File: src/hdl/lp2sc_pkg.sv
// Shared types and constants for the length-prefix to start-code converter.
// Used by lp2sc_ctrl, lp2sc_dp and the top level; no dependencies.
package lp2sc_pkg;

    localparam int PARAM_STORE_BYTES = 56;

    localparam logic [1:0] KIND_BYTE   = 2'd0;
    localparam logic [1:0] KIND_STATUS = 2'd1;
    localparam logic [1:0] KIND_ERROR  = 2'd2;

    localparam logic [2:0] ERR_NONE     = 3'd0;
    localparam logic [2:0] ERR_LEN_CUT  = 3'd1;
    localparam logic [2:0] ERR_OVERRUN  = 3'd2;
    localparam logic [2:0] ERR_SIGN     = 3'd3;
    localparam logic [2:0] ERR_UNIT     = 3'd4;
    localparam logic [2:0] ERR_FULL     = 3'd5;

    localparam logic [4:0] NAL_TYPE_MASK = 5'h1f;
    localparam logic [4:0] NAL_IDR       = 5'd5;
    localparam logic [2:0] HEADER_BYTES  = 3'd4;

    typedef enum logic [2:0] {
        CP_HEADER, CP_LENSIZE, CP_SPSCOUNT, CP_LENHI,
        CP_LENLO, CP_PAYLOAD, CP_PPSCOUNT, CP_DONE
    } cp_t;

    typedef enum logic [1:0] {
        PP_PREFIX, PP_FIRST, PP_PAYLOAD, PP_DROP
    } pp_t;

    typedef enum logic [2:0] {
        ST_IDLE, ST_DISP, ST_SCW, ST_DRD, ST_DEM, ST_SC, ST_PAY, ST_TAIL
    } state_t;

    typedef enum logic [1:0] {
        SRC_STORE, SRC_SC, SRC_PAY, SRC_TAIL
    } src_t;

    typedef struct packed {
        logic accept;
        logic emit;
        src_t sel;
        logic last;
        logic scw_we;
        logic cnt_clr;
        logic cnt_inc;
        logic tail_done;
    } cmd_t;

    typedef struct packed {
        logic can_load;
        logic pl_cfgw;
        logic pl_dump;
        logic pl_sc;
        logic pl_pay;
        logic pl_tail;
        logic scw_last;
        logic dump_last;
        logic sc_last;
    } stat_t;

endpackage

File: src/hdl/lp2sc_ctrl.sv
// Sequencer for the converter: walks store writes, store dump, start code,
// payload byte and status item for each request. Depends on lp2sc_pkg.
module lp2sc_ctrl (
    input  logic            clk,
    input  logic            rst_n,
    input  logic            s_tvalid,
    output logic            s_tready,
    input  lp2sc_pkg::stat_t stat,
    output lp2sc_pkg::cmd_t  cmd
);

    lp2sc_pkg::state_t state_reg, state_next;

    always_ff @(posedge clk or negedge rst_n)
    begin
        if (!rst_n)
            state_reg <= lp2sc_pkg::ST_IDLE;
        else
            state_reg <= state_next;
    end

    always_comb
    begin
        state_next    = state_reg;
        cmd           = '0;
        cmd.sel       = lp2sc_pkg::SRC_TAIL;
        s_tready      = 1'b0;
        case (state_reg)
            lp2sc_pkg::ST_IDLE:
            begin
                s_tready   = 1'b1;
                cmd.accept = s_tvalid;
                if (s_tvalid)
                    state_next = lp2sc_pkg::ST_DISP;
            end
            lp2sc_pkg::ST_DISP:
            begin
                cmd.cnt_clr = 1'b1;
                if (stat.pl_cfgw)
                    state_next = lp2sc_pkg::ST_SCW;
                else if (stat.pl_dump)
                    state_next = lp2sc_pkg::ST_DRD;
                else if (stat.pl_sc)
                    state_next = lp2sc_pkg::ST_SC;
                else if (stat.pl_pay)
                    state_next = lp2sc_pkg::ST_PAY;
                else if (stat.pl_tail)
                    state_next = lp2sc_pkg::ST_TAIL;
                else
                    state_next = lp2sc_pkg::ST_IDLE;
            end
            lp2sc_pkg::ST_SCW:
            begin
                cmd.scw_we = 1'b1;
                if (stat.scw_last)
                begin
                    cmd.cnt_clr = 1'b1;
                    state_next  = stat.pl_tail ? lp2sc_pkg::ST_TAIL : lp2sc_pkg::ST_IDLE;
                end
                else
                    cmd.cnt_inc = 1'b1;
            end
            lp2sc_pkg::ST_DRD:
                state_next = lp2sc_pkg::ST_DEM;
            lp2sc_pkg::ST_DEM:
            begin
                cmd.sel = lp2sc_pkg::SRC_STORE;
                if (stat.can_load)
                begin
                    cmd.emit = 1'b1;
                    if (stat.dump_last)
                    begin
                        cmd.cnt_clr = 1'b1;
                        state_next  = lp2sc_pkg::ST_SC;
                    end
                    else
                    begin
                        cmd.cnt_inc = 1'b1;
                        state_next  = lp2sc_pkg::ST_DRD;
                    end
                end
            end
            lp2sc_pkg::ST_SC:
            begin
                cmd.sel  = lp2sc_pkg::SRC_SC;
                cmd.last = stat.sc_last && !stat.pl_pay && !stat.pl_tail;
                if (stat.can_load)
                begin
                    cmd.emit = 1'b1;
                    if (stat.sc_last)
                    begin
                        cmd.cnt_clr = 1'b1;
                        if (stat.pl_pay)
                            state_next = lp2sc_pkg::ST_PAY;
                        else if (stat.pl_tail)
                            state_next = lp2sc_pkg::ST_TAIL;
                        else
                            state_next = lp2sc_pkg::ST_IDLE;
                    end
                    else
                        cmd.cnt_inc = 1'b1;
                end
            end
            lp2sc_pkg::ST_PAY:
            begin
                cmd.sel  = lp2sc_pkg::SRC_PAY;
                cmd.last = !stat.pl_tail;
                if (stat.can_load)
                begin
                    cmd.emit   = 1'b1;
                    state_next = stat.pl_tail ? lp2sc_pkg::ST_TAIL : lp2sc_pkg::ST_IDLE;
                end
            end
            lp2sc_pkg::ST_TAIL:
            begin
                cmd.sel  = lp2sc_pkg::SRC_TAIL;
                cmd.last = 1'b1;
                if (stat.can_load)
                begin
                    cmd.emit      = 1'b1;
                    cmd.tail_done = 1'b1;
                    state_next    = lp2sc_pkg::ST_IDLE;
                end
            end
            default:
                state_next = lp2sc_pkg::ST_IDLE;
        endcase
    end

endmodule

File: src/hdl/lp2sc_dp.sv
// Datapath: configuration parser with parameter-set store, packet parser,
// per-request plan registers and the output register. Depends on lp2sc_pkg.
module lp2sc_dp #(
    parameter int PARAM_STORE_BYTES = lp2sc_pkg::PARAM_STORE_BYTES
) (
    input  logic             clk,
    input  logic             rst_n,
    input  lp2sc_pkg::cmd_t  cmd,
    input  logic             in_opcode,
    input  logic [7:0]       in_byte,
    input  logic             in_eob,
    input  logic             m_tready,
    output logic             m_tvalid,
    output logic [15:0]      m_tdata,
    output logic [1:0]       m_tuser,
    output logic             m_tlast,
    output lp2sc_pkg::stat_t stat
);

    localparam int ADDR_W = $clog2(PARAM_STORE_BYTES);
    localparam int LEN_W  = $clog2(PARAM_STORE_BYTES + 1);
    localparam logic [LEN_W-1:0] STORE_MAX = LEN_W'(PARAM_STORE_BYTES);

    logic [7:0] mem [PARAM_STORE_BYTES];
    logic [7:0] rd_data_reg;

    logic [LEN_W-1:0] plen_reg, plen_next;
    lp2sc_pkg::cp_t   cp_reg, cp_next;
    logic [2:0]       cpos_reg, cpos_next;
    logic [7:0]       units_reg, units_next;
    logic [15:0]      ubl_reg, ubl_next;
    logic             ppsd_reg, ppsd_next;
    logic [2:0]       cerr_reg, cerr_next;
    logic [1:0]       seen_reg, seen_next;

    lp2sc_pkg::pp_t   pp_reg, pp_next;
    logic [23:0]      acc_reg, acc_next;
    logic [1:0]       pc_reg, pc_next;
    logic [30:0]      nal_reg, nal_next;
    logic             first_reg, first_next;
    logic [2:0]       pend_reg, pend_next;

    logic pl_cfgw_reg, pl_dump_reg, pl_sc_reg, pl_sc4_reg, pl_pay_reg;
    logic pl_tail_reg, pl_merge_reg, pl_clr_reg, pl_sm_reg, pl_pm_reg;
    logic [7:0] pl_byte_reg;
    logic [1:0] pl_kind_reg;
    logic [2:0] pl_err_reg;
    logic pl_cfgw_next, pl_dump_next, pl_sc_next, pl_sc4_next, pl_pay_next;
    logic pl_tail_next, pl_merge_next, pl_clr_next, pl_sm_next, pl_pm_next;
    logic [1:0] pl_kind_next;
    logic [2:0] pl_err_next;

    logic [ADDR_W-1:0] cnt_reg;
    logic              pay_we;
    logic [31:0]       acc_full;
    logic [16:0]       unit_need;
    logic [2:0]        err_v;

    logic        out_valid_reg;
    logic [15:0] out_data_reg;
    logic [1:0]  out_kind_reg;
    logic        out_last_reg;
    logic [7:0]  o_byte;
    logic [1:0]  o_kind;
    logic [2:0]  o_err;
    logic        o_sm, o_pm;

    assign acc_full  = {acc_reg, in_byte};
    assign unit_need = 17'(plen_reg) + 17'd4 + 17'({ubl_reg[15:8], in_byte});

    always_comb
    begin
        plen_next = plen_reg;   cp_next   = cp_reg;    cpos_next  = cpos_reg;
        units_next = units_reg; ubl_next  = ubl_reg;   ppsd_next  = ppsd_reg;
        cerr_next = cerr_reg;   seen_next = seen_reg;
        pp_next   = pp_reg;     acc_next  = acc_reg;   pc_next    = pc_reg;
        nal_next  = nal_reg;    first_next = first_reg; pend_next = pend_reg;
        pl_cfgw_next = 1'b0;    pl_dump_next = 1'b0;   pl_sc_next = 1'b0;
        pl_sc4_next  = 1'b0;    pl_pay_next  = 1'b0;   pl_tail_next = 1'b0;
        pl_merge_next = 1'b0;   pl_clr_next  = 1'b0;   pl_sm_next = 1'b0;
        pl_pm_next   = 1'b0;    pl_kind_next = lp2sc_pkg::KIND_BYTE;
        pl_err_next  = lp2sc_pkg::ERR_NONE;
        pay_we = 1'b0;
        err_v  = lp2sc_pkg::ERR_NONE;

        if (cmd.accept && in_opcode)
        begin
            case (cp_reg)
                lp2sc_pkg::CP_HEADER:
                begin
                    if (cpos_reg == 3'd0)
                        plen_next = '0;
                    cpos_next = cpos_reg + 3'd1;
                    if (cpos_next >= lp2sc_pkg::HEADER_BYTES)
                        cp_next = lp2sc_pkg::CP_LENSIZE;
                end
                lp2sc_pkg::CP_LENSIZE:
                    cp_next = lp2sc_pkg::CP_SPSCOUNT;
                lp2sc_pkg::CP_SPSCOUNT:
                begin
                    units_next = {3'd0, in_byte[4:0]};
                    if (in_byte[4:0] == 5'd0)
                        cp_next = lp2sc_pkg::CP_PPSCOUNT;
                    else
                    begin
                        seen_next[0] = 1'b1;
                        cp_next      = lp2sc_pkg::CP_LENHI;
                    end
                end
                lp2sc_pkg::CP_LENHI:
                begin
                    ubl_next = {in_byte, 8'd0};
                    cp_next  = lp2sc_pkg::CP_LENLO;
                end
                lp2sc_pkg::CP_LENLO:
                begin
                    ubl_next = {ubl_reg[15:8], in_byte};
                    if (unit_need > 17'(PARAM_STORE_BYTES))
                    begin
                        cerr_next = lp2sc_pkg::ERR_FULL;
                        plen_next = '0;
                        cp_next   = lp2sc_pkg::CP_DONE;
                    end
                    else
                    begin
                        // start code goes into the store after this request, in ST_SCW
                        pl_cfgw_next = 1'b1;
                        if (ubl_next == 16'd0)
                        begin
                            units_next = units_reg - 8'd1;
                            if (units_next != 8'd0)
                                cp_next = lp2sc_pkg::CP_LENHI;
                            else if (!ppsd_reg)
                                cp_next = lp2sc_pkg::CP_PPSCOUNT;
                            else
                                cp_next = lp2sc_pkg::CP_DONE;
                        end
                        else
                            cp_next = lp2sc_pkg::CP_PAYLOAD;
                    end
                end
                lp2sc_pkg::CP_PAYLOAD:
                begin
                    if (plen_reg < STORE_MAX)
                    begin
                        pay_we    = 1'b1;
                        plen_next = plen_reg + LEN_W'(1);
                    end
                    ubl_next = ubl_reg - 16'd1;
                    if (ubl_next == 16'd0)
                    begin
                        units_next = units_reg - 8'd1;
                        if (units_next != 8'd0)
                            cp_next = lp2sc_pkg::CP_LENHI;
                        else if (!ppsd_reg)
                            cp_next = lp2sc_pkg::CP_PPSCOUNT;
                        else
                            cp_next = lp2sc_pkg::CP_DONE;
                    end
                end
                lp2sc_pkg::CP_PPSCOUNT:
                begin
                    units_next = in_byte;
                    ppsd_next  = 1'b1;
                    if (in_byte != 8'd0)
                    begin
                        seen_next[1] = 1'b1;
                        cp_next      = lp2sc_pkg::CP_LENHI;
                    end
                    else
                        cp_next = lp2sc_pkg::CP_DONE;
                end
                default:
                    cp_next = cp_reg;
            endcase
            if (in_eob)
            begin
                err_v = cerr_next;
                if (cp_next != lp2sc_pkg::CP_DONE && err_v == lp2sc_pkg::ERR_NONE)
                    err_v = lp2sc_pkg::ERR_UNIT;
                pl_tail_next = 1'b1;
                pl_kind_next = lp2sc_pkg::KIND_STATUS;
                pl_err_next  = err_v;
                pl_clr_next  = (err_v != lp2sc_pkg::ERR_NONE);
                pl_sm_next   = !seen_next[0];
                pl_pm_next   = !seen_next[1];
                cp_next = lp2sc_pkg::CP_HEADER;
                cpos_next = 3'd0;  units_next = 8'd0; ubl_next  = 16'd0;
                ppsd_next = 1'b0;  cerr_next  = 3'd0; seen_next = 2'd0;
            end
        end

        if (cmd.accept && !in_opcode)
        begin
            case (pp_reg)
                lp2sc_pkg::PP_PREFIX:
                begin
                    acc_next = acc_full[23:0];
                    pc_next  = pc_reg + 2'd1;
                    if (pc_reg == 2'd3)
                    begin
                        if (acc_full[31])
                        begin
                            pend_next = lp2sc_pkg::ERR_SIGN;
                            pp_next   = lp2sc_pkg::PP_DROP;
                        end
                        else
                        begin
                            nal_next = acc_full[30:0];
                            if (acc_full[30:0] == 31'd0)
                            begin
                                pl_sc_next  = 1'b1;
                                pl_sc4_next = first_reg;
                                first_next  = 1'b0;
                            end
                            else
                                pp_next = lp2sc_pkg::PP_FIRST;
                        end
                        acc_next = 24'd0;
                    end
                end
                lp2sc_pkg::PP_FIRST, lp2sc_pkg::PP_PAYLOAD:
                begin
                    if (pp_reg == lp2sc_pkg::PP_FIRST)
                    begin
                        pl_dump_next = ((in_byte[4:0] & lp2sc_pkg::NAL_TYPE_MASK)
                                        == lp2sc_pkg::NAL_IDR) && (plen_reg != '0);
                        pl_sc_next   = 1'b1;
                        pl_sc4_next  = first_reg;
                        first_next   = 1'b0;
                    end
                    pl_pay_next = 1'b1;
                    nal_next    = nal_reg - 31'd1;
                    pp_next     = (nal_next == 31'd0) ? lp2sc_pkg::PP_PREFIX
                                                      : lp2sc_pkg::PP_PAYLOAD;
                end
                default:
                    pp_next = pp_reg;
            endcase
            if (in_eob)
            begin
                err_v = pend_next;
                if (err_v == lp2sc_pkg::ERR_NONE)
                begin
                    if (pp_next == lp2sc_pkg::PP_PREFIX && pc_next != 2'd0)
                        err_v = lp2sc_pkg::ERR_LEN_CUT;
                    else if (pp_next == lp2sc_pkg::PP_FIRST
                             || pp_next == lp2sc_pkg::PP_PAYLOAD)
                        err_v = lp2sc_pkg::ERR_OVERRUN;
                end
                pl_err_next  = err_v;
                pl_kind_next = lp2sc_pkg::KIND_ERROR;
                // full result budget: carry the code on the payload byte
                pl_merge_next = (err_v != lp2sc_pkg::ERR_NONE) && pl_dump_next
                                && first_reg && (plen_reg == STORE_MAX);
                pl_tail_next  = (err_v != lp2sc_pkg::ERR_NONE) && !pl_merge_next;
                pp_next = lp2sc_pkg::PP_PREFIX; acc_next = 24'd0; pc_next = 2'd0;
                nal_next = 31'd0; first_next = 1'b1; pend_next = 3'd0;
            end
        end

        if (cmd.scw_we)
            plen_next = plen_reg + LEN_W'(1);
        if (cmd.tail_done && pl_clr_reg)
            plen_next = '0;
    end

    always_ff @(posedge clk)
    begin
        if (pay_we)
            mem[plen_reg[ADDR_W-1:0]] <= in_byte;
        else if (cmd.scw_we)
            mem[plen_reg[ADDR_W-1:0]] <= (cnt_reg == ADDR_W'(3)) ? 8'd1 : 8'd0;
        rd_data_reg <= mem[cnt_reg];
    end

    always_ff @(posedge clk or negedge rst_n)
    begin
        if (!rst_n)
        begin
            plen_reg <= '0;  cp_reg <= lp2sc_pkg::CP_HEADER; cpos_reg <= '0;
            units_reg <= '0; ubl_reg <= '0; ppsd_reg <= 1'b0; cerr_reg <= '0;
            seen_reg <= '0;  pp_reg <= lp2sc_pkg::PP_PREFIX; acc_reg <= '0;
            pc_reg <= '0;    nal_reg <= '0; first_reg <= 1'b1; pend_reg <= '0;
            pl_cfgw_reg <= 1'b0; pl_dump_reg <= 1'b0; pl_sc_reg <= 1'b0;
            pl_sc4_reg <= 1'b0;  pl_pay_reg <= 1'b0;  pl_tail_reg <= 1'b0;
            pl_merge_reg <= 1'b0; pl_clr_reg <= 1'b0; pl_sm_reg <= 1'b0;
            pl_pm_reg <= 1'b0;   pl_kind_reg <= '0;   pl_err_reg <= '0;
            cnt_reg <= '0;
            out_valid_reg <= 1'b0;
        end
        else
        begin
            plen_reg <= plen_next;  cp_reg <= cp_next;   cpos_reg <= cpos_next;
            units_reg <= units_next; ubl_reg <= ubl_next; ppsd_reg <= ppsd_next;
            cerr_reg <= cerr_next;  seen_reg <= seen_next;
            pp_reg <= pp_next;      acc_reg <= acc_next; pc_reg <= pc_next;
            nal_reg <= nal_next;    first_reg <= first_next; pend_reg <= pend_next;
            if (cmd.accept)
            begin
                pl_cfgw_reg <= pl_cfgw_next; pl_dump_reg <= pl_dump_next;
                pl_sc_reg <= pl_sc_next;     pl_sc4_reg <= pl_sc4_next;
                pl_pay_reg <= pl_pay_next;   pl_tail_reg <= pl_tail_next;
                pl_merge_reg <= pl_merge_next; pl_clr_reg <= pl_clr_next;
                pl_sm_reg <= pl_sm_next;     pl_pm_reg <= pl_pm_next;
                pl_kind_reg <= pl_kind_next; pl_err_reg <= pl_err_next;
            end
            if (cmd.cnt_clr)
                cnt_reg <= '0;
            else if (cmd.cnt_inc)
                cnt_reg <= cnt_reg + ADDR_W'(1);
            if (cmd.emit)
                out_valid_reg <= 1'b1;
            else if (m_tready)
                out_valid_reg <= 1'b0;
        end
    end

    always_ff @(posedge clk)
    begin
        if (cmd.accept)
            pl_byte_reg <= in_byte;
        if (cmd.emit)
        begin
            out_data_reg <= {3'd0, o_pm, o_sm, o_err, o_byte};
            out_kind_reg <= o_kind;
            out_last_reg <= cmd.last;
        end
    end

    always_comb
    begin
        o_byte = 8'd0;
        o_kind = lp2sc_pkg::KIND_BYTE;
        o_err  = lp2sc_pkg::ERR_NONE;
        o_sm   = 1'b0;
        o_pm   = 1'b0;
        case (cmd.sel)
            lp2sc_pkg::SRC_STORE:
                o_byte = rd_data_reg;
            lp2sc_pkg::SRC_SC:
                o_byte = stat.sc_last ? 8'd1 : 8'd0;
            lp2sc_pkg::SRC_PAY:
            begin
                o_byte = pl_byte_reg;
                o_err  = pl_merge_reg ? pl_err_reg : lp2sc_pkg::ERR_NONE;
            end
            lp2sc_pkg::SRC_TAIL:
            begin
                o_kind = pl_kind_reg;
                o_err  = pl_err_reg;
                o_sm   = pl_sm_reg;
                o_pm   = pl_pm_reg;
            end
            default:
                o_byte = 8'd0;
        endcase
    end

    always_comb
    begin
        stat.can_load  = !out_valid_reg || m_tready;
        stat.pl_cfgw   = pl_cfgw_reg;
        stat.pl_dump   = pl_dump_reg;
        stat.pl_sc     = pl_sc_reg;
        stat.pl_pay    = pl_pay_reg;
        stat.pl_tail   = pl_tail_reg;
        stat.scw_last  = (cnt_reg == ADDR_W'(3));
        stat.dump_last = (LEN_W'(cnt_reg) == plen_reg - LEN_W'(1));
        stat.sc_last   = (cnt_reg == (pl_sc4_reg ? ADDR_W'(3) : ADDR_W'(2)));
    end

    assign m_tvalid = out_valid_reg;
    assign m_tdata  = out_data_reg;
    assign m_tuser  = out_kind_reg;
    assign m_tlast  = out_last_reg;

endmodule

File: src/hdl/h264_length_prefix_to_start_code_unit.sv
// Each request passes through ST_DISP and then emits its results in order:
// store dump, start code, payload byte, status or error item. An IDR first
// byte dumps the stored bytes, each through a registered store read (ST_DRD,
// ST_DEM). A configuration length that opens a unit first writes the start
// code into the store. One request in flight at a time. Reset (async, rst_n
// low) clears all parser state at once.
module h264_length_prefix_to_start_code_unit #(
    parameter int PARAM_STORE_BYTES = lp2sc_pkg::PARAM_STORE_BYTES
) (
    input  logic        clk,
    input  logic        rst_n,
    input  logic        s_tvalid,
    output logic        s_tready,
    input  logic [7:0]  s_tdata,   // in_byte
    input  logic        s_tuser,   // opcode
    input  logic        s_tlast,   // end_of_block
    output logic        m_tvalid,
    input  logic        m_tready,
    output logic [15:0] m_tdata,   // out_byte[7:0], error_code[10:8],
                                   // sps_missing[11], pps_missing[12], zero
    output logic [1:0]  m_tuser,   // item_kind
    output logic        m_tlast    // end_of_run
);

    lp2sc_pkg::cmd_t  cmd;
    lp2sc_pkg::stat_t stat;

    lp2sc_ctrl u_ctrl (
        .clk      (clk),
        .rst_n    (rst_n),
        .s_tvalid (s_tvalid),
        .s_tready (s_tready),
        .stat     (stat),
        .cmd      (cmd)
    );

    lp2sc_dp #(
        .PARAM_STORE_BYTES (PARAM_STORE_BYTES)
    ) u_dp (
        .clk       (clk),
        .rst_n     (rst_n),
        .cmd       (cmd),
        .in_opcode (s_tuser),
        .in_byte   (s_tdata),
        .in_eob    (s_tlast),
        .m_tready  (m_tready),
        .m_tvalid  (m_tvalid),
        .m_tdata   (m_tdata),
        .m_tuser   (m_tuser),
        .m_tlast   (m_tlast),
        .stat      (stat)
    );

    a_busy_after_req: assert property (@(posedge clk) disable iff (!rst_n)
        s_tvalid && s_tready |=> !s_tready)
        else $error("input taken while a request is in flight");

    a_status_last: assert property (@(posedge clk) disable iff (!rst_n)
        m_tvalid && m_tuser == lp2sc_pkg::KIND_STATUS |-> m_tlast)
        else $error("status item not last of its run");

    a_byte_flags: assert property (@(posedge clk) disable iff (!rst_n)
        m_tvalid && m_tuser == lp2sc_pkg::KIND_BYTE |-> m_tdata[12:11] == 2'b00)
        else $error("missing flags set on a stream byte");

endmodule
File: config.mk
export PLATFORM = sky130hd
export DESIGN_NAME = h264_length_prefix_to_start_code_unit
export DESIGN_NICKNAME = d
export VERILOG_FILES = /design/src/hdl/lp2sc_pkg.sv /design/src/hdl/lp2sc_ctrl.sv /design/src/hdl/lp2sc_dp.sv /design/src/hdl/h264_length_prefix_to_start_code_unit.sv
export SDC_FILE = /design/constraint.sdc
export NUM_CORES = 1
export LEC_CHECK = 0
export ABC_AREA = 1
export BUFFER_PORTS_ARGS = -buffer_cell sky130_fd_sc_hd__buf_4
export CAP_MARGIN = 20
export CORE_MARGIN = 2
export CORE_UTILIZATION = 50
export CTS_BUF_LIST = sky130_fd_sc_hd__clkbuf_4
export DETAILED_ROUTE_END_ITERATION = 8
export PLACE_DENSITY = 0.76
export SLEW_MARGIN = 20
export SYNTH_ARGS = -nofsm -noshare
export SYNTH_HDL_FRONTEND = slang
export SYNTH_HIERARCHICAL = 1
export SYNTH_SLANG_ARGS = --single-unit
File: constraint.sdc
create_clock -name clk -period 6.2 [get_ports clk]
set_clock_uncertainty 0.15 [all_clocks]
set_input_delay 0.62 -clock clk [delete_from_list [all_inputs] [get_ports clk]]
set_output_delay 0.62 -clock clk [all_outputs]
set_load 0.02 [all_outputs]
==> impl_metrics.toml <==
[finish]
multi_input_area_mm2 = 0.00893
stdcell_area_mm2 = 0.0309
layout_commonest_cell = "edfxtp_1"
nFillCells = 4611
largest_reg_flops = 448
area_delta_synth_final_pct = 10.6
postLayoutCoreUtil = 0.559
drive_gt1_frac = 0.129
finalNetCount = 2839
ff_latch_area_mm2 = 0.0176
layout_common_cells = "472 x edfxtp_1, 444 x nor2_1, 365 x o21ai_0"
stdcell_count = 3655

[placement]
placed_cells = 3374
gp_congestion = 0.913
post-place-ws_ns = 1.91
placed_cell_area_mm2 = 0.0288
dpl.hpwl_mm = 46.3
portBuffers = 31

[sta]
max_freq_ghz = 0.241
fin_crit_sh = 0.668
slew_violations = 0
setup_viol = 0
final-hold-violation-count = 0
worstMarginPinSlew_ns = 1.16
finalCriticalPeriod_ns = 4.14
setup_tns_ns = 0
whs_ns = 0.106
worst_slack_ns = 2.06
rsz0062_at_grt = "false"
slew_headroom = 0.222

[route]
routed_wl_mm = 73.8
firstDrtPassIters = 6
vias = 21600
wl_per_cell_um = 20.2
ant_nets = 0
drt_first_iter_violations = 2592
via_per_inst = 5.90
drc = 0

[setup_path]
slowest_stage = "nor2_1"
crit_start = "u_ctrl/state_reg[1]"
critPathTopFamily = "simple AND/OR/NAND/NOR gates"
crit_buf_inv = 3
worstPathMaxFanout = 15
path_cells = "nor2_4, nand2_1, nor2_1, buf_4, nand2_1, inv_1, a31oi_1, inv_1, nand4_1, nor2_1"
arrival_ns = 4.59
criticalPathCategory = "flip-flop to flip-flop"
reg2reg_from = "u_ctrl/state_reg[1]"
end_kind = "flip-flop"
worstSetupStartpointType = "flip-flop"
cp_slowest_stage_delay_ns = 0.84
required_ns = 6.64

[clock_network]
clkSinkCount = 610
cts_tree = "yes"
clockRootBuffer = "clkbuf_4"
clock_latency_ns = 0.98
ctsResizeCount = 0
path_clk_slew_ns = 0.07
postCtsSetupRepairBufs = 0
cts_inserted_buffers = 153
h-tree-depth = 4
cts_buffer_depth = 3

[floorplanning]
num_rows = 86
num_io_pins = 35
die_area_mm2 = 0.0577
design.core.area_mm2 = 0.0552
die_w_um = 240
dieHeight_um = 240
initial_core_util = 0.506

[hold_path]
holdCritPathClass = "input port to async pin"

[global_routing]
grt_max_degree = 133
antenna_found_initial = 2
grt_pass1_vias = 20900
grt_pass1_wl_mm = 115
grtUsageTotal = 0.261
grt-ovfl-total = 0

[synth]
yosysSeqAreaShare = 0.630
ys_ff_latch = 610
synth_edf_count = 472
ys.warnings.count = 6
avgSynthCellArea_um2 = 10.3
synthFlopType = "edfxtp_1"
netlist_instances = 2699
synth.cell_area_mm2 = 0.0279
synth_cell_types = 58
synthArstFlopShare = 0.213

[power_and_ir_drop]
peakVddDrop_uv = 294
leakagePower_nw = 11.6
p_total_mw = 13.2
powerDensity_mw_per_mm2 = 429

[run]
drv_cap = 0

[outcome]
status = "finished clean"
## worst reg2reg max path, stage by stage (launching register included)
cell,delay (ns)
dfrtp_1,0.56
nor2_4,0.20
nand2_1,0.09
nor2_1,0.10
buf_4,0.23
nand2_1,0.21
inv_1,0.42
a31oi_1,0.25
inv_1,0.30
nand4_1,0.42
nor2_1,0.84
## per-layer routing
| metal | part of all wire | track usage | vias to the layer above |
|---|---|---|---|
| li1 | - | - | 9796 |
| met1 | 0.39 | 0.341 | 10400 |
| met2 | 0.49 | 0.424 | 1195 |
| met3 | 0.095 | 0.0608 | 187 |
| met4 | 0.031 | 0.104 | 0 |
| met5 | 0 | 0 | - |
## cell usage after synthesis, drive strengths merged, types with 39 or more instances
| library cell | n | share of area |
|---|---|---|
| o22ai | 121 | 0.027 |
| nor2 | 474 | 0.068 |
| inv | 222 | 0.030 |
| nand3 | 127 | 0.024 |
| edfxtp | 472 | 0.51 |
| nand2 | 329 | 0.046 |
| o21ai | 379 | 0.068 |
| clkbuf | 92 | 0.012 |
| xor2 | 39 | 0.012 |
| buf | 46 | 0.010 |
| a21oi | 55 | 0.010 |
| dfrtp | 129 | 0.12 |
| a22o | 40 | 0.013 |
## worst paths after layout
path | depth (start not counted) | to | slack, ns
setup reg to reg | 10 | u_dp/mem[40][1] | 2.06
max in group asynchronous | 3 | u_dp/pc_reg[0] | 4.51
hold reg to reg | 2 | u_dp/first_reg | 0.36
hold / removal | 2 | u_dp/nal_reg[6] | 0.11
min in group clk | 7 | u_ctrl/state_reg[1] | 0.13
setup / recovery | 10 | u_dp/mem[40][1] | 2.06
## logic make-up (layout without fill, tap and decap cells)
family / after synthesis / in the layout / synth area share
compound gates: 664 / 664 / 0.139
xor+xnor: 42 / 42 / 0.0132
fa+ha+maj: 30 / 30 / 0.0137
buf+inv: 365 / 568 / 0.0534
flops: 610 / 610 / 0.630
other cells: 1 / 6 / 0.000134
simple gates: 987 / 987 / 0.151
## layout make-up
class	count	share of cell area
antenna	3	0.000243
clock buffer	211	0.0513
clock inverter	53	0.00924
inverter	227	0.0282
multi-input combinational	1726	0.289
sequential	610	0.570
tap	748	0.0303
timing repair buffer	77	0.0216
## timing repair
| action | CTS | global route |
|---|---|---|
| hold buffers | 13 | 0 |
| endpoints found under the hold margin | 119 | 0 |
| setup endpoints to repair | 0 | 0 |
## power breakdown
part	leakage [nW]	switching, mW	internal, mW
clock network	1.12	1.63	1.63
logic	4.47	3.20	1.39
registers	6.06	0.440	4.95
Note: power is estimated with default switching activity, not from simulation.
